**config.mk**
```make
export PLATFORM = sky130hd
export DESIGN_NAME = ini_line_tokenizer
export DESIGN_NICKNAME = d
export VERILOG_FILES = /design/src/ilt_pkg.sv /design/src/ini_line_tokenizer.sv
export SDC_FILE = /design/constraint.sdc
export NUM_CORES = 1
export LEC_CHECK = 0
export ABC_AREA = 0
export BUFFER_PORTS_ARGS = -buffer_cell sky130_fd_sc_hd__buf_4
export CAP_MARGIN = 20
export CELL_PAD_IN_SITES_DETAIL_PLACEMENT = 0
export CELL_PAD_IN_SITES_GLOBAL_PLACEMENT = 1
export CORE_ASPECT_RATIO = 1.1
export CORE_MARGIN = 2
export CORE_UTILIZATION = 38
export DETAILED_ROUTE_END_ITERATION = 10
export PLACE_DENSITY = 0.71
export SLEW_MARGIN = 20
export SYNTH_ARGS = -nofsm -noshare
export SYNTH_HDL_FRONTEND = slang
export SYNTH_SLANG_ARGS = --single-unit
```
**constraint.sdc**
```tcl
create_clock -name clock -period 5.03 [get_ports clock]
set_input_delay 0.503 -clock clock [delete_from_list [all_inputs] [get_ports clock]]
set_output_delay 0.503 -clock clock [all_outputs]
set_load 0.05 [all_outputs]
```
**src/ilt_pkg.sv**
```systemverilog
// shared types and constants of the ini line tokenizer
`timescale 1ns / 1ps

package ilt_pkg;

   localparam int BYTE_W              = 8;
   localparam int POS_W               = 16;
   localparam int COUNT_W             = 12;
   localparam int BUFFER_SIZE_DEFAULT = 65536;

   localparam logic [COUNT_W-1:0] ENTRY_CAP_RESET = 12'd64;

   // payload bits of a result: one flag, six positions and the count
   localparam int RSP_PAYLOAD_W = 1 + 6 * POS_W + COUNT_W;
   localparam int RSP_DATA_W    = ((RSP_PAYLOAD_W + 7) / 8) * 8;

   localparam logic [BYTE_W-1:0] CHAR_NUL       = 8'h00;
   localparam logic [BYTE_W-1:0] CHAR_TAB       = 8'h09;
   localparam logic [BYTE_W-1:0] CHAR_LF        = 8'h0a;
   localparam logic [BYTE_W-1:0] CHAR_CR        = 8'h0d;
   localparam logic [BYTE_W-1:0] CHAR_SPACE     = 8'h20;
   localparam logic [BYTE_W-1:0] CHAR_HASH      = 8'h23;
   localparam logic [BYTE_W-1:0] CHAR_SEMICOLON = 8'h3b;
   localparam logic [BYTE_W-1:0] CHAR_EQUALS    = 8'h3d;
   localparam logic [BYTE_W-1:0] CHAR_LBRACKET  = 8'h5b;
   localparam logic [BYTE_W-1:0] CHAR_RBRACKET  = 8'h5d;

   // result kinds carried on tuser
   localparam logic RESULT_ENTRY = 1'b0;
   localparam logic RESULT_DONE  = 1'b1;

   typedef enum logic [4:0] {
      MODE_SKIP    = 5'b00001,
      MODE_COMMENT = 5'b00010,
      MODE_SECTION = 5'b00100,
      MODE_KEY     = 5'b01000,
      MODE_VALUE   = 5'b10000
   } mode_type;

   // first member sits in the highest bits, so section_present lands at bit 0
   typedef struct packed {
      logic [COUNT_W-1:0] num_entries;
      logic [POS_W-1:0]   value_length;
      logic [POS_W-1:0]   value_offset;
      logic [POS_W-1:0]   key_length;
      logic [POS_W-1:0]   key_offset;
      logic [POS_W-1:0]   section_length;
      logic [POS_W-1:0]   section_start;
      logic               section_present;
   } payload_type;

   typedef struct packed {
      logic        result_type;
      logic        last;
      payload_type payload;
   } result_type_s_type;

endpackage

```
**src/ini_line_tokenizer.sv**
```systemverilog
// ini line tokenizer: byte stream in, entry and done records out
`timescale 1ns / 1ps

// Takes an INI text buffer one byte per transfer on the req_ side and reports
// each complete key/value entry on the rsp_ side as offsets and lengths of the
// current section name, the key and the value. A NUL byte, a transfer with
// req_tlast high, or the byte at offset BUFFER_SIZE-1 closes the buffer: a
// pending value is reported first, then a done record with the entry count,
// and the next byte starts a new buffer at offset 0. The parse state is
// updated in the cycle the byte is taken, and its results go into a
// three-slot output queue and are offered from the next cycle on. A byte
// yields at most two results (an entry and a done record); the queue takes a
// new byte whenever it holds fewer than two results, so with the sink ready
// every cycle the block takes one byte per clock, except that it stalls after
// a byte that yields both an entry and a done record, and it keeps taking
// bytes while a single result waits at the output. csr_wr_data sets the
// entry cap; write it only while the block is idle.
module ini_line_tokenizer #(
   parameter int BUFFER_SIZE = ilt_pkg::BUFFER_SIZE_DEFAULT
) (
   input  logic                             clock,
   input  logic                             reset,
   // input byte stream
   input  logic                             req_tvalid,
   output logic                             req_tready,
   input  logic [ilt_pkg::BYTE_W-1:0]       req_tdata,   // data_byte
   input  logic                             req_tlast,   // end_of_buffer
   // result stream
   output logic                             rsp_tvalid,
   input  logic                             rsp_tready,
   // section_present, section_start, section_length, key_offset, key_length,
   // value_offset, value_length, num_entries, zero fill
   output logic [ilt_pkg::RSP_DATA_W-1:0]   rsp_tdata,
   output logic                             rsp_tuser,   // result_type
   output logic                             rsp_tlast,   // last
   // entry cap register
   input  logic                             csr_wr_en,
   input  logic [ilt_pkg::COUNT_W-1:0]      csr_wr_data
);
   import ilt_pkg::*;

   localparam int OFFSET_W = $clog2(BUFFER_SIZE);
   localparam logic [OFFSET_W-1:0] OFFSET_LAST = OFFSET_W'(BUFFER_SIZE - 1);
   localparam int QPTR_W = 2;

   // parse state
   mode_type            mode_ff, mode_in;
   logic [OFFSET_W-1:0] offset_ff, offset_in;
   logic                sec_valid_ff, sec_valid_in;
   logic [POS_W-1:0]    sec_begin_ff, sec_begin_in;
   logic [POS_W-1:0]    sec_size_ff, sec_size_in;
   logic [POS_W-1:0]    key_begin_ff, key_begin_in;
   logic [POS_W-1:0]    key_size_ff, key_size_in;
   logic [POS_W-1:0]    value_begin_ff, value_begin_in;
   logic [COUNT_W-1:0]  count_ff, count_in;
   logic [COUNT_W-1:0]  max_ff;

   // output queue
   result_type_s_type   queue_ff [3];
   logic [QPTR_W-1:0]   wr_ptr_ff, wr_ptr_in;
   logic [QPTR_W-1:0]   rd_ptr_ff, rd_ptr_in;
   logic [QPTR_W-1:0]   qcount_ff, qcount_in;

   // per byte decode
   logic [BYTE_W-1:0]        in_byte;
   logic [OFFSET_W+POS_W-1:0] off_wide;
   logic [POS_W-1:0]         off16, off16_inc, end_pos, value_end;
   logic                     non_nul, eob, close, below_limit, is_space;
   logic                     emit_lf, emit_close, emit_entry;
   mode_type                 mode_mid;
   logic                     sec_valid_mid;
   logic [POS_W-1:0]         sec_begin_mid, sec_size_mid, key_begin_mid;
   logic [POS_W-1:0]         key_size_mid, value_begin_mid;
   logic [COUNT_W-1:0]       count_final;
   payload_type              entry_pl, done_pl;
   result_type_s_type        entry_res, done_res, first_res;
   logic                     req_fire, rsp_fire, push_first, push_second;

   function automatic logic [QPTR_W-1:0] ptr_next(input logic [QPTR_W-1:0] p);
      return (p == 2'd2) ? 2'd0 : p + 2'd1;
   endfunction

   assign req_fire = req_tvalid && req_tready;
   assign rsp_fire = rsp_tvalid && rsp_tready;

   // room for the worst case of two results from one byte
   assign req_tready = (qcount_ff < 2'd2);

   always_comb begin
      in_byte   = req_tdata;
      off_wide  = {{POS_W{1'b0}}, offset_ff};
      off16     = off_wide[POS_W-1:0];
      off16_inc = off16 + 16'd1;
      non_nul   = (in_byte != CHAR_NUL);
      eob       = req_tlast || (offset_ff >= OFFSET_LAST);
      close     = !non_nul || eob;
      end_pos   = non_nul ? off16_inc : off16;
      below_limit = (count_ff < max_ff);
      is_space  = (in_byte == CHAR_SPACE) || (in_byte == CHAR_TAB) ||
                  (in_byte == CHAR_CR) || (in_byte == CHAR_LF);

      mode_mid        = mode_ff;
      sec_valid_mid   = sec_valid_ff;
      sec_begin_mid   = sec_begin_ff;
      sec_size_mid    = sec_size_ff;
      key_begin_mid   = key_begin_ff;
      key_size_mid    = key_size_ff;
      value_begin_mid = value_begin_ff;
      emit_lf         = 1'b0;

      // content bytes are ignored once the entry limit is hit
      if (non_nul && below_limit) begin
         unique case (mode_ff)
            MODE_SKIP: begin
               if (is_space) begin
                  mode_mid = MODE_SKIP;
               end else if ((in_byte == CHAR_SEMICOLON) || (in_byte == CHAR_HASH)) begin
                  mode_mid = MODE_COMMENT;
               end else if (in_byte == CHAR_LBRACKET) begin
                  sec_begin_mid = off16_inc;
                  mode_mid      = MODE_SECTION;
               end else if (in_byte == CHAR_EQUALS) begin
                  // empty key
                  key_begin_mid   = off16;
                  key_size_mid    = '0;
                  value_begin_mid = off16_inc;
                  mode_mid        = MODE_VALUE;
               end else begin
                  key_begin_mid = off16;
                  mode_mid      = MODE_KEY;
               end
            end
            MODE_COMMENT: begin
               if (in_byte == CHAR_LF) begin
                  mode_mid = MODE_SKIP;
               end
            end
            MODE_SECTION: begin
               if (in_byte == CHAR_RBRACKET) begin
                  sec_valid_mid = 1'b1;
                  sec_size_mid  = off16 - sec_begin_ff;
                  mode_mid      = MODE_SKIP;
               end
            end
            MODE_KEY: begin
               if (in_byte == CHAR_EQUALS) begin
                  key_size_mid    = off16 - key_begin_ff;
                  value_begin_mid = off16_inc;
                  mode_mid        = MODE_VALUE;
               end else if (in_byte == CHAR_LF) begin
                  // line without equals sign is dropped
                  mode_mid = MODE_SKIP;
               end
            end
            MODE_VALUE: begin
               if (in_byte == CHAR_LF) begin
                  emit_lf  = 1'b1;
                  mode_mid = MODE_SKIP;
               end
            end
            default: begin
               mode_mid = MODE_SKIP;
            end
         endcase
      end

      // a value still open when the buffer closes is flushed; an lf entry
      // returns to skip mode, so at most one entry per byte
      emit_close  = close && (mode_mid == MODE_VALUE) && below_limit;
      emit_entry  = emit_lf || emit_close;
      value_end   = emit_lf ? off16 : end_pos;
      count_final = emit_entry ? (count_ff + 12'd1) : count_ff;

      entry_pl.section_present = sec_valid_mid;
      entry_pl.section_start   = sec_valid_mid ? sec_begin_mid : '0;
      entry_pl.section_length  = sec_valid_mid ? sec_size_mid : '0;
      entry_pl.key_offset      = key_begin_mid;
      entry_pl.key_length      = key_size_mid;
      entry_pl.value_offset    = value_begin_mid;
      entry_pl.value_length    = value_end - value_begin_mid;
      entry_pl.num_entries     = count_ff + 12'd1;

      done_pl             = '0;
      done_pl.num_entries = count_final;

      entry_res.result_type = RESULT_ENTRY;
      entry_res.last        = !close;
      entry_res.payload     = entry_pl;
      done_res.result_type  = RESULT_DONE;
      done_res.last         = 1'b1;
      done_res.payload      = done_pl;
      first_res             = emit_entry ? entry_res : done_res;

      // next parse state, a closed buffer starts over
      if (close) begin
         mode_in        = MODE_SKIP;
         offset_in      = '0;
         sec_valid_in   = 1'b0;
         sec_begin_in   = '0;
         sec_size_in    = '0;
         key_begin_in   = '0;
         key_size_in    = '0;
         value_begin_in = '0;
         count_in       = '0;
      end else begin
         mode_in        = mode_mid;
         offset_in      = offset_ff + OFFSET_W'(1);
         sec_valid_in   = sec_valid_mid;
         sec_begin_in   = sec_begin_mid;
         sec_size_in    = sec_size_mid;
         key_begin_in   = key_begin_mid;
         key_size_in    = key_size_mid;
         value_begin_in = value_begin_mid;
         count_in       = count_final;
      end
   end

   always_ff @(posedge clock) begin
      if (reset) begin
         mode_ff        <= MODE_SKIP;
         offset_ff      <= '0;
         sec_valid_ff   <= 1'b0;
         sec_begin_ff   <= '0;
         sec_size_ff    <= '0;
         key_begin_ff   <= '0;
         key_size_ff    <= '0;
         value_begin_ff <= '0;
         count_ff       <= '0;
      end else if (req_fire) begin
         mode_ff        <= mode_in;
         offset_ff      <= offset_in;
         sec_valid_ff   <= sec_valid_in;
         sec_begin_ff   <= sec_begin_in;
         sec_size_ff    <= sec_size_in;
         key_begin_ff   <= key_begin_in;
         key_size_ff    <= key_size_in;
         value_begin_ff <= value_begin_in;
         count_ff       <= count_in;
      end
   end

   // entry cap register
   always_ff @(posedge clock) begin
      if (reset) begin
         max_ff <= ENTRY_CAP_RESET;
      end else if (csr_wr_en) begin
         max_ff <= csr_wr_data;
      end
   end

   // output queue: entry goes first, done right behind it
   assign push_first  = req_fire && (emit_entry || close);
   assign push_second = req_fire && emit_entry && close;

   always_comb begin
      wr_ptr_in = wr_ptr_ff;
      if (push_second) begin
         wr_ptr_in = ptr_next(ptr_next(wr_ptr_ff));
      end else if (push_first) begin
         wr_ptr_in = ptr_next(wr_ptr_ff);
      end
      rd_ptr_in = rsp_fire ? ptr_next(rd_ptr_ff) : rd_ptr_ff;
      qcount_in = qcount_ff + {1'b0, push_first} + {1'b0, push_second}
                  - {1'b0, rsp_fire};
   end

   always_ff @(posedge clock) begin
      if (reset) begin
         wr_ptr_ff <= '0;
         rd_ptr_ff <= '0;
         qcount_ff <= '0;
      end else begin
         wr_ptr_ff <= wr_ptr_in;
         rd_ptr_ff <= rd_ptr_in;
         qcount_ff <= qcount_in;
      end
   end

   always_ff @(posedge clock) begin
      if (push_first) begin
         queue_ff[wr_ptr_ff] <= first_res;
      end
      if (push_second) begin
         queue_ff[ptr_next(wr_ptr_ff)] <= done_res;
      end
   end

   assign rsp_tvalid = (qcount_ff != '0);
   assign rsp_tuser  = queue_ff[rd_ptr_ff].result_type;
   assign rsp_tlast  = queue_ff[rd_ptr_ff].last;
   assign rsp_tdata  = {{(RSP_DATA_W - RSP_PAYLOAD_W){1'b0}}, queue_ff[rd_ptr_ff].payload};

endmodule

```
-- After elaboration in Yosys (flattened, before gate mapping)
Memories as Yosys holds them, arrays and structs flattened. A register that Yosys moved wholly into a read port is not among the register bits.
Cells that the tools add are included.
- bits in writable memories: 333
- flip-flop bits (word level): 132
- logic and storage cells: 135
- output and inout port bits: 116
- input bits: 26
- memories: 1
- memories (memory ; depth ; width ; read ports ; clocked after Yosys merged registers in ; wr ports ; RTL line ; RTL):
    queue_ff ; 3 ; 111 ; 1 ; 1 ; 2 ; ini_line_tokenizer.sv:59 ; result_type_s_type queue_ff [3];
- muxes and demuxes: 67
- $add $sub $neg: 11
- reduce and logical (&&, ||, !) cells: 22
- equal/unequal tests: 18
- order comparisons: 3
- operators by type and width (cell ; count):
    16-bit 2-to-1 mux ; 34
    111-bit 2-to-1 mux ; 1
    16-bit one-hot mux with 2 select lines ; 2
    16-bit subtractor ; 3
    5-bit 2-to-1 mux ; 9
    8-bit by 6-bit equality test with 1-bit output (second input constant) ; 4
    8-bit by 4-bit equality test with 1-bit output (second input constant) ; 3
    12-bit 2-to-1 mux ; 2
    5-bit one-hot mux with 4 select lines ; 1
    16-bit by 1-bit adder with 16-bit output (second input constant) ; 1
    8-bit by 7-bit equality test with 1-bit output (second input constant) ; 2
    16-bit >= comparator (second input constant) ; 1
    2-bit 2-to-1 mux ; 7
    12-bit by 1-bit adder with 12-bit output (second input constant) ; 1
    12-bit less-than comparator ; 1
    1-bit 2-to-1 mux ; 11
    5-bit equality test (second input constant) ; 2
    1-bit logical AND ; 8
    1-bit logical OR ; 8
    8-bit nonzero test ; 1
    2-bit by 1-bit adder with 2-bit output (second input constant) ; 3
    2-bit equality test (second input constant) ; 3
    5-bit by 1-bit equality test with 1-bit output (second input constant) ; 1
    5-bit by 2-bit equality test with 1-bit output (second input constant) ; 1
    other kinds (8) ; 11

-- Logic depth before layout (Yosys ltp)
Gate-level depths: netlist (run 1).
- word-level depth: 16
- gate-level depth with buffers: 21
- mapped depth without buffers: 19

-- Worst setup path after synthesis (run 1)
OpenSTA, ideal clock, no wires.
- path kind: register to register
- from: register count_ff[5]
- to: memory queue_ff[2][95] (netlist name)
- path slack: -0.002 ns
- required time: 4.971 ns
- period minus slack after synthesis: 5.032 ns
- buffers on the path: 2
- cell stages (with the launch flop): 19
- arrival time: 4.973 ns
- setup time: 0.059 ns
- path through: dfxtp_1 -> ha_1 -> a211oi_1 -> nor2_1 -> a211oi_2 -> o211ai_2 -> buf_2 -> a2111oi_2 -> buf_4 -> mux2i_1 -> ha_1 -> a21o_1 -> a21oi_1 -> o21a_1 -> o31ai_1 -> o41ai_1 -> or4b_2 -> o211ai_1 -> a22o_1
- RTL lines (element ; RTL line ; RTL):
    start: declaration ; ini_line_tokenizer.sv:55 ; logic [COUNT_W-1:0] count_ff, count_in;
    start signal: assignment ; ini_line_tokenizer.sv:238 ; count_ff <= count_in;
    end: declaration ; ini_line_tokenizer.sv:59 ;

==> metrics.log, run 1 <==
[metrics] run status: complete, no violations
[metrics] termination of the worst setup path: queue_ff[1][95]$_SDFFE_PP0P_
[metrics] Critical R2R Capture: queue_ff[1][95]$_SDFFE_PP0P_
[metrics] initial antenna violation count: 0
[metrics] max-slew violation count: 0
[metrics] number of hold-slack violations in the final timing report: 0
[metrics] insertion delay to the later sink of the worst-skew pair: between 0.6 and 0.7 ns
[metrics] global placement routability congestion: roughly 0.86
[metrics] ratio of cells with drive above 1 in the final layout: 0.142
[metrics] kind of critical path: reg2reg
[metrics] via density per instance: between 5 and 6
[metrics] type of destination of the critical path: flop
[metrics] Final Cycle Share: 0.927
[metrics] total number of vias: 18700
[metrics] length of the first detailed-routing pass in iterations: 6
[metrics] buffer cell driving the clock tree root: sky130_fd_sc_hd__clkbuf_16
[metrics] largest stage delay on the critical path: around 0.62 ns
[metrics] standard-cell row count: between 90 and 100
[metrics] grt total ovfl: 0
[metrics] FMAX: about 210 MHz
[metrics] Max Fanout on Critical Path: 10
[metrics] layout-stage area growth over the synthesis result: 15.7%
[metrics] violation count after the first detailed-route iteration: 1440
[metrics] final antenna diode count: 0
[metrics] Worst Hold Margin: 0.127 ns
[metrics] Post-DP HPWL: 46.7 mm
[metrics] fraction of the yosys area taken by sequential cells: 0.428
[metrics] number of different library cells in the post-synthesis netlist: 92
[metrics] Setup Skew: approximately 0.034 ns
[metrics] unrepaired setup endpoints after global routing: no
[metrics] series of cell instances along the critical path: inv_1 > ha_1 > a211oi_1 > o21ai_1 > a211oi_2 > o211ai_2 > buf_4 > a2111oi_4 > buf_4 > mux2i_1 > ha_1 > a21o_1 > a21oi_1 > o21a_1 > o31ai_1 > o41ai_2 > or4b_2 > o211ai_1 > a22o_1
[metrics] Max-Slew Margin vs Limit: 0.266
[metrics] total cell area at the placement stage: roughly 24000 sq um
[metrics] leading register cell type out of synthesis: sky130_fd_sc_hd__dfxtp_1
[metrics] min cycle time layout: ~4.7 ns
[metrics] count leader, synth: sky130_fd_sc_hd__dfxtp_1
[metrics] Initial Util: 0.386
[metrics] Crit path depth: 19
[metrics] clock-pin slew on the worst setup and hold paths: 0.06 ns
[metrics] cell family with most CP delay: compound AO/OA/AOI/OAI gates
[metrics] mean post-synth cell area: 9.44 sq um
[metrics] beginning of the critical path: max_ff[2]$_SDFFE_PP0P_
[metrics] detail-routed net length per standard cell: about 21 um
[metrics] top-level I/O count: between 100 and 150
[metrics] critical path buffer and inverter count: 3
[metrics] endpoints failing setup: 0
[metrics] Post-Syn Area: about 23000 sq um
[metrics] required time worst endpoint: ~5.6 ns
[metrics] count of flip-flops with a built-in enable after synthesis: 36
[metrics] cell with the largest stage delay on the worst path: sky130_fd_sc_hd__or4b_2
[metrics] Worst Tran Pin Value: ~1.1 ns
[metrics] area of all placed cells without fillers: 26300 sq um
[metrics] gate count after technology mapping: roughly 2400
[metrics] TNS Setup: 0 ns
[metrics] combined global-route utilization of all metal layers: 0.223
[metrics] first-pass GRT wire length: between 100 and 150 mm
[metrics] worst hold path class: in2reg
[metrics] final routed wirelength across all metal layers: 70.0 mm
[metrics] Power per Cell Area: about 340 nW/um^2
[metrics] maximum number of pins on one net before global-route repair: 110
[metrics] post-synthesis cell type with the largest combined area: sky130_fd_sc_hd__dfxtp_1
[metrics] Die X-Extent: between 200 and 250 um
[metrics] number of global-route vias before repair: 18400
[metrics] H-Tree Level Count: 2
[metrics] # port buffers: approximately 140
[metrics] number of filler cells placed in the layout: between 5000 and 6000
[metrics] commonest cells in the synthesized netlist: 431 x sky130_fd_sc_hd__dfxtp_1, 195 x sky130_fd_sc_hd__nand2_1, 189 x sky130_fd_sc_hd__nor2_1
[metrics] area of the core: approximately 60000 sq um
[metrics] setup slack of the most critical reg-to-reg path: 0.37 ns
[metrics] area share of the leading cell type in the synthesized netlist: 0.380
[metrics] register bit count reported by yosys: about 470
[metrics] signal arrival time at the worst endpoint: ~5.2 ns
[metrics] ranking of synthesized cells by area: sky130_fd_sc_hd__dfxtp_1 38%, sky130_fd_sc_hd__mux2i_1 7.9%, sky130_fd_sc_hd__o2bb2ai_1 7.3%
[metrics] number of buffers created by CTS: 51
[metrics] Async S/R FF share, synth: 0
[metrics] reg-to-reg critical path startpoint: max_ff[2]$_SDFFE_PP0P_
[metrics] R2R cell count: 19
[metrics] number of antenna-violating nets in the routed design: 0
[metrics] remaining design rule violation count: 0
[metrics] clk sinks: around 470
[metrics] Yosys Warn Count: 0
[metrics] kind of start point of the critical path: flop
[metrics] number of nets in the layout: roughly 2600
[metrics] area of the die: about 60000 sq um
[metrics] Die Ht: 260 um
[metrics] clock tree from TritonCTS: yes
[metrics] deepest clock path buffer count: 3
[metrics] max_cap viols: 0
[metrics] Leakage Power: about 9.5 nW
[metrics] worst vdd rail ir drop: 0.259 mV
==> worst register-to-register path, stage by stage (launching register included) <==
cell,delay [ns]
sky130_fd_sc_hd__dfxtp_1,0.33
sky130_fd_sc_hd__inv_1,0.05
sky130_fd_sc_hd__ha_1,0.28
sky130_fd_sc_hd__a211oi_1,0.23
sky130_fd_sc_hd__o21ai_1,0.13
sky130_fd_sc_hd__a211oi_2,0.37
sky130_fd_sc_hd__o211ai_2,0.14
sky130_fd_sc_hd__buf_4,0.19
sky130_fd_sc_hd__a2111oi_4,0.21
sky130_fd_sc_hd__buf_4,0.22
sky130_fd_sc_hd__mux2i_1,0.26
sky130_fd_sc_hd__ha_1,0.32
sky130_fd_sc_hd__a21o_1,0.19
sky130_fd_sc_hd__a21oi_1,0.20
sky130_fd_sc_hd__o21a_1,0.17
sky130_fd_sc_hd__o31ai_1,0.12
sky130_fd_sc_hd__o41ai_2,0.25
sky130_fd_sc_hd__or4b_2,0.62
sky130_fd_sc_hd__o211ai_1,0.16
sky130_fd_sc_hd__a22o_1,0.16
==> cells in the final DEF, fill, tap and decap left out, types with 18 or more instances in the layout <==
cell type	Yosys	final
sky130_fd_sc_hd__nand3_1	49	49
sky130_fd_sc_hd__mux2i_1	179	179
sky130_fd_sc_hd__a21o_1	19	19
sky130_fd_sc_hd__and3_1	18	18
sky130_fd_sc_hd__edfxtp_1	36	36
sky130_fd_sc_hd__a22oi_1	50	50
sky130_fd_sc_hd__o2bb2ai_1	188	188
sky130_fd_sc_hd__nor3_1	33	33
sky130_fd_sc_hd__inv_1	67	67
sky130_fd_sc_hd__buf_4	21	219
sky130_fd_sc_hd__ha_1	59	59
sky130_fd_sc_hd__nor2_1	189	188
sky130_fd_sc_hd__a2bb2oi_1	28	28
sky130_fd_sc_hd__o21ai_0	158	158
sky130_fd_sc_hd__clkbuf_16	0	54
sky130_fd_sc_hd__xnor2_1	48	48
sky130_fd_sc_hd__a21oi_1	91	91
sky130_fd_sc_hd__xor2_1	23	23
sky130_fd_sc_hd__dfxtp_1	431	429
sky130_fd_sc_hd__a22o_1	99	99
sky130_fd_sc_hd__nand2_1	195	195
==> worst min-delay path by stage <==
stage,startpoint,endpoint,slack [ns],cells past startpoint
finish,csr_wr_data[5],max_ff[5]$_SDFFE_PP0P_,0.13,3
detailed placement,queue_ff[2][0]$_SDFFE_PP0P_,queue_ff[2][0]$_SDFFE_PP0P_,0.44,1
CTS,csr_wr_data[5],max_ff[5]$_SDFFE_PP0P_,0.10,3
global route,csr_wr_data[1],max_ff[1]$_SDFFE_PP0P_,0.12,3
global placement,queue_ff[0][0]$_SDFFE_PP0P_,queue_ff[0][0]$_SDFFE_PP0P_,0.43,1
floorplan,queue_ff[0][0]$_SDFFE_PP0P_,queue_ff[0][0]$_SDFFE_PP0P_,0.43,1
==> kinds of logic (layout without fill, tap and decap cells) <==
group | count (synthesis) | in the layout | share of synthesized area
compound gates | 764 | 764 | 0.252
buf+inv | 256 | 386 | 0.0528
other cells | 1 | 3 | 0.000165
fa+ha+maj | 63 | 63 | 0.0361
mux | 181 | 181 | 0.0800
xor+xnor | 71 | 71 | 0.0274
flops | 467 | 467 | 0.428
simple gates | 599 | 599 | 0.123
==> cell type report <==
type | count | area [sq um] | share of cell area
clock inverter | 16 | 204 | 0.00777
clock buffer | 79 | 1580 | 0.0601
multi-input combinational | 1681 | 11800 | 0.450
tap | 760 | 951 | 0.0362
timing repair buffer | 223 | 1720 | 0.0657
inverter | 68 | 255 | 0.00972
sequential | 467 | 9720 | 0.370
==> flip-flops by register name, indices dropped and copies added, names as in the netlist, named ones only <==
register and flops:
mode_ff 5, key_size_ff 16, max_ff 12, value_begin_ff 16, off16 16, key_begin_ff 16, sec_begin_ff 16, wr_ptr_ff 2
rd_ptr_ff 2, queue_ff 333, sec_size_ff 16, sec_valid_ff 1, qcount_ff 2, count_ff 12
==> where the power goes <==
part / leakage, nW / total, W / switching (W) / internal, W
Clock: 0.878 / 0.00397 / 0.00160 / 0.00236
Combinational: 4.79 / 0.00101 / 0.000668 / 0.000344
Sequential: 3.84 / 0.00390 / 0.000106 / 0.00379
==> per-layer routing <==
| metal | global-route usage | part of all wire | vias up |
|---|---|---|---|
| li1 | - | - | 9054 |
| met1 | 0.299 | 0.46 | 9086 |
| met2 | 0.359 | 0.45 | 503 |
| met3 | 0.0440 | 0.057 | 105 |
| met4 | 0.0730 | 0.029 | 0 |
| met5 | 0 | 0 | - |
==> timing repair <==
item                                   CTS  global route
setup endpoints to repair                0             3
endpoints found under the hold margin    0             0
setup buffers                            0             0
resized for setup                        0             2
hold buffers                             0             0
==> through the flow <==
step	worst slack, ns	std cells	total power [W]	util
floorplan	0.136	2404	0.00469	-
global placement	0.0709	3199	0.00499	0.416
detailed placement	0.0270	3199	0.00500	0.416
CTS	0.277	3294	0.00897	0.447
global route	0.0216	3294	0.00918	0.447
finish	0.367	3294	0.00888	0.447
No activity file was read; power rests on OpenSTA's default activity.
==> inputs of run 2 (changes only) <==
--- a/config.mk
+++ b/config.mk
@@ -15,6 +15,7 @@
 export CORE_UTILIZATION = 38
 export DETAILED_ROUTE_END_ITERATION = 10
 export PLACE_DENSITY = 0.71
+export RECOVER_POWER = 25
 export SLEW_MARGIN = 20
 export SYNTH_ARGS = -nofsm -noshare
 export SYNTH_HDL_FRONTEND = slang
==> run 2 against run 1 <==
Against the previous run:
- the run now ends with max-capacitance violations, max-slew violations left
- sequential power about the same
- setup slack worse by 0.11 ns
- clock skew up 0.0024 ns
- routed wire length up 0.33%
- critical path depth down 7
- flip-flop and latch count unchanged
- register-to-register slack worse by 0.11 ns
- global-route usage unchanged
- design area down 1.3%
- worst hold slack better by 0.0022 ns
- largest power group unchanged
==> metrics.log, run 2 (synthesis results as in run 1) <==
[metrics] number of buffers created by CTS: 51 (unchanged)
[metrics] violation count after the first detailed-route iteration: 1490 (was 1440)
[metrics] combined global-route utilization of all metal layers: 0.223 (unchanged)
[metrics] H-Tree Level Count: 2 (unchanged)
[metrics] TNS Setup: 0 ns (unchanged)
[metrics] Post CTS Setup Buffer Count: 0 (unchanged)
[metrics] remaining design rule violation count: 0 (unchanged)
[metrics] Post-DP HPWL: 46.7 mm (unchanged)
[metrics] initial antenna violation count: 0 (unchanged)
[metrics] Setup Skew: 0.0365 ns (was 0.0341 ns)
[metrics] met1 track utilization from global routing: 0.299 (unchanged)
[metrics] share of total power in the clock network: 0.448 (was 0.447)
[metrics] deepest clock path buffer count: 3 (unchanged)
[metrics] unrepaired setup endpoints after global routing: no (unchanged)
[metrics] largest stage delay on the critical path: 1.34 ns (was 0.62 ns)
[metrics] number of filler cells placed in the layout: 5642 (was 5575)
[metrics] kind of start point of the critical path: flop (unchanged)
[metrics] Max Fanout on Critical Path: 51 (was 10)
[metrics] Die Ht: 260 um (unchanged)
[metrics] clock-pin slew on the worst setup and hold paths: 0.06 ns (about the same)
[metrics] number of stages on the worst hold path: 3 (unchanged)
[metrics] clock tree from TritonCTS: yes (unchanged)
[metrics] final antenna diode count: 0 (unchanged)
[metrics] sequential share of power: 0.440 (was 0.439)
[metrics] Leakage Power: 9.24 nW (was 9.50 nW)
[metrics] first-pass GRT wire length: 108 mm (unchanged)
[metrics] cts-stage hold buffer count: 0 (unchanged)
[metrics] Most flops, register: queue_ff (unchanged)
[metrics] signal arrival time at the worst endpoint: 5.28 ns (was 5.21 ns)
[metrics] min cycle time layout: 4.77 ns (was 4.66 ns)
[metrics] via density per instance: 5.70 (was 5.69)
[metrics] Die X-Extent: 237 um (unchanged)
[metrics] met3 usage: 0.0440 (unchanged)
[metrics] layout-stage area growth over the synthesis result: 14.2% (was 15.7%)
[metrics] grt total ovfl: 0 (unchanged)
[metrics] Worst Tran Pin Value: 2.50 ns (was 1.10 ns)
[metrics] Final Cycle Share: 0.948 (was 0.927)
[metrics] final routed wirelength across all metal layers: 70.2 mm (was 70.0 mm)
[metrics] number of antenna-violating nets in the routed design: 0 (unchanged)
[metrics] Power per Cell Area: 341 nW/um^2 (was 338 nW/um^2)
[metrics] detail-routed net length per standard cell: 21.3 um (was 21.2 um)
[metrics] worst vdd rail ir drop: 0.261 mV (was 0.259 mV)
[metrics] number of nets in the layout: 2581 (unchanged)
[metrics] most used cell along the critical path: sky130_fd_sc_hd__buf_4
[metrics] endpoints failing setup: 0 (unchanged)
[metrics] final core utilization: 0.441 (was 0.447)
[metrics] internal power summed over all cells: 0.00647 W (was 0.00650 W)
[metrics] max-slew violation count: 234 (was 0)
[metrics] cell with the largest stage delay on the worst path: sky130_fd_sc_hd__o31ai_1 (was sky130_fd_sc_hd__or4b_2)
[metrics] violated checks: max-capacitance violations, max-slew violations
[metrics] kind of critical path: reg2reg (unchanged)
[metrics] type of destination of the critical path: flop (unchanged)
[metrics] worst hold path class: in2reg (unchanged)
[metrics] maximum number of pins on one net before global-route repair: 110 (unchanged)
[metrics] area of the die: 61700 sq um (unchanged)
[metrics] # port buffers: 138 (unchanged)
[metrics] R2R cell count: 12 (was 19)
[metrics] total number of vias: 18800 (was 18700)
[metrics] insertion delay to the later sink of the worst-skew pair: 0.62 ns (about the same)
[metrics] met2 usage: 0.359 (unchanged)
[metrics] sw frac: 0.268 (about the same)
[metrics] length of the first detailed-routing pass in iterations: 6 (unchanged)
[metrics] number of hold-slack violations in the final timing report: 0 (unchanged)
[metrics] number of global-route vias before repair: 18400 (unchanged)
[metrics] top-level I/O count: 142 (unchanged)
[metrics] post-CTS sizing: 0 (unchanged)
[metrics] Initial Util: 0.386 (unchanged)
[metrics] ratio of cells with drive above 1 in the final layout: 0.118 (was 0.142)
[metrics] standard-cell row count: 93 (unchanged)
[metrics] required time worst endpoint: 5.54 ns (was 5.58 ns)
[metrics] series of cell instances along the critical path: inv_1 > ha_1 > a211oi_1 > o21ai_1 > a211oi_2 > o211ai_2 > buf_4 > o31ai_1 > a31o_1 > a31oi_4 > buf_4 > a22o_1 (was inv_1 > ha_1 > a211oi_1 > o21ai_1 > a211oi_2 > o211ai_2 > buf_4 > a2111oi_4 > buf_4 > mux2i_1 > ha_1 > a21o_1 > a21oi_1 > o21a_1 > o31ai_1 > o41ai_2 > or4b_2 > o211ai_1 > a22o_1)
[metrics] max_cap viols: 4 (was 0)
[metrics] max FFs per register: 333 (unchanged)
[metrics] commonest non-fill, non-tap cells in the layout: 429 x sky130_fd_sc_hd__dfxtp_1, 195 x sky130_fd_sc_hd__nand2_1, 188 x sky130_fd_sc_hd__nor2_1, 188 x sky130_fd_sc_hd__o2bb2ai_1, 179 x sky130_fd_sc_hd__mux2i_1 (was 429 x sky130_fd_sc_hd__dfxtp_1, 219 x sky130_fd_sc_hd__buf_4, 195 x sky130_fd_sc_hd__nand2_1, 188 x sky130_fd_sc_hd__nor2_1, 188 x sky130_fd_sc_hd__o2bb2ai_1)
[metrics] run status: finished with violations (was complete, no violations)
[metrics] clk sinks: 467 (unchanged)
[metrics] global placement routability congestion: 0.861 (unchanged)
[metrics] most common cell after layout, fill and taps aside: sky130_fd_sc_hd__dfxtp_1 (unchanged)
[metrics] Max-Slew Margin vs Limit: -0.665 (was 0.266)
[metrics] FMAX: 210 MHz (was 214 MHz)
[metrics] GRT busiest layer: met2 (unchanged)
[metrics] part of the total power dissipated in combinational logic: 0.111 (was 0.114)
[metrics] buffer cell driving the clock tree root: sky130_fd_sc_hd__clkbuf_16 (unchanged)
[metrics] area of the core: 58800 sq um (unchanged)
[metrics] net switching power figure: 0.00237 W (was 0.00238 W)
run 2: changes by cell type in the layout (fill, tap and decap cells not counted), sizes merged:
| cell | before | now |
|---|---|---|
| buf | 223 | 137 |
| clkbuf | 79 | 165 |
run 2: critical path, delay by kind of cell, from the launching register on:
family | cells | cell delay, ns
fa+ha+maj | 1 | 0.28
flops | 1 | 0.33
compound gates | 8 | 3.27
buf+inv | 3 | 0.71
run 2: worst paths after layout:
check                                                  from  slack [ns]                      endpoint
worst min register to register  queue_ff[1][0]$_SDFFE_PP0P_        0.45   queue_ff[1][0]$_SDFFE_PP0P_
worst min-delay path                         csr_wr_data[5]        0.13        max_ff[5]$_SDFFE_PP0P_
worst max-delay path                 max_ff[2]$_SDFFE_PP0P_        0.26  queue_ff[2][17]$_SDFFE_PP0P_
worst max register to register       max_ff[2]$_SDFFE_PP0P_        0.26  queue_ff[2][17]$_SDFFE_PP0P_
run 2: final cells by class:
| type | instances | area [sq um] | share of cell area |
|---|---|---|---|
| Clock buffer | 79 | 1580 | 0.0608 |
| Clock inverter | 16 | 204 | 0.00787 |
| Inverter | 68 | 255 | 0.00985 |
| Multi-Input combinational cell | 1681 | 11800 | 0.456 |
| Sequential cell | 467 | 9710 | 0.375 |
| Tap cell | 760 | 951 | 0.0367 |
| Timing Repair Buffer | 223 | 1410 | 0.0543 |
run 2: layer usage:
| metal | vias to the layer above | part of all wire | routed length (um) |
|---|---|---|---|
| li1 | 9061 | - | - |
| met4 | 0 | 0.029 | 2060 |
| met2 | 519 | 0.46 | 32000 |
| met3 | 108 | 0.059 | 4120 |
| met1 | 9093 | 0.46 | 32000 |
| met5 | - | 0 | 0 |
run 2: metrics by stage:
stage / cell area (sq um) / cells / worst slack, ns / power, W / hold WS (ns)
final: 25900 / 3294 / 0.259 / 0.00885 / 0.129
after global routing: 25900 / 3294 / 0.0204 / 0.00915 / 0.123
after CTS: 26200 / 3294 / 0.277 / 0.00897 / 0.104
after detailed placement: 24500 / 3199 / 0.0270 / 0.00500 / 0.440
after global placement: 24500 / 3199 / 0.0709 / 0.00499 / 0.433
after floorplan: 22700 / 2404 / 0.136 / 0.00469 / 0.426
run 2: power groups by stage:
stage | logic [W] | clock network, W | registers [W]
floorplan | 0.000796 | 0 | 0.00389
global placement | 0.00101 | 0 | 0.00398
detailed placement | 0.00101 | 0 | 0.00398
CTS | 0.00102 | 0.00405 | 0.00390
global route | 0.00105 | 0.00420 | 0.00391
finish | 0.000984 | 0.00397 | 0.00390
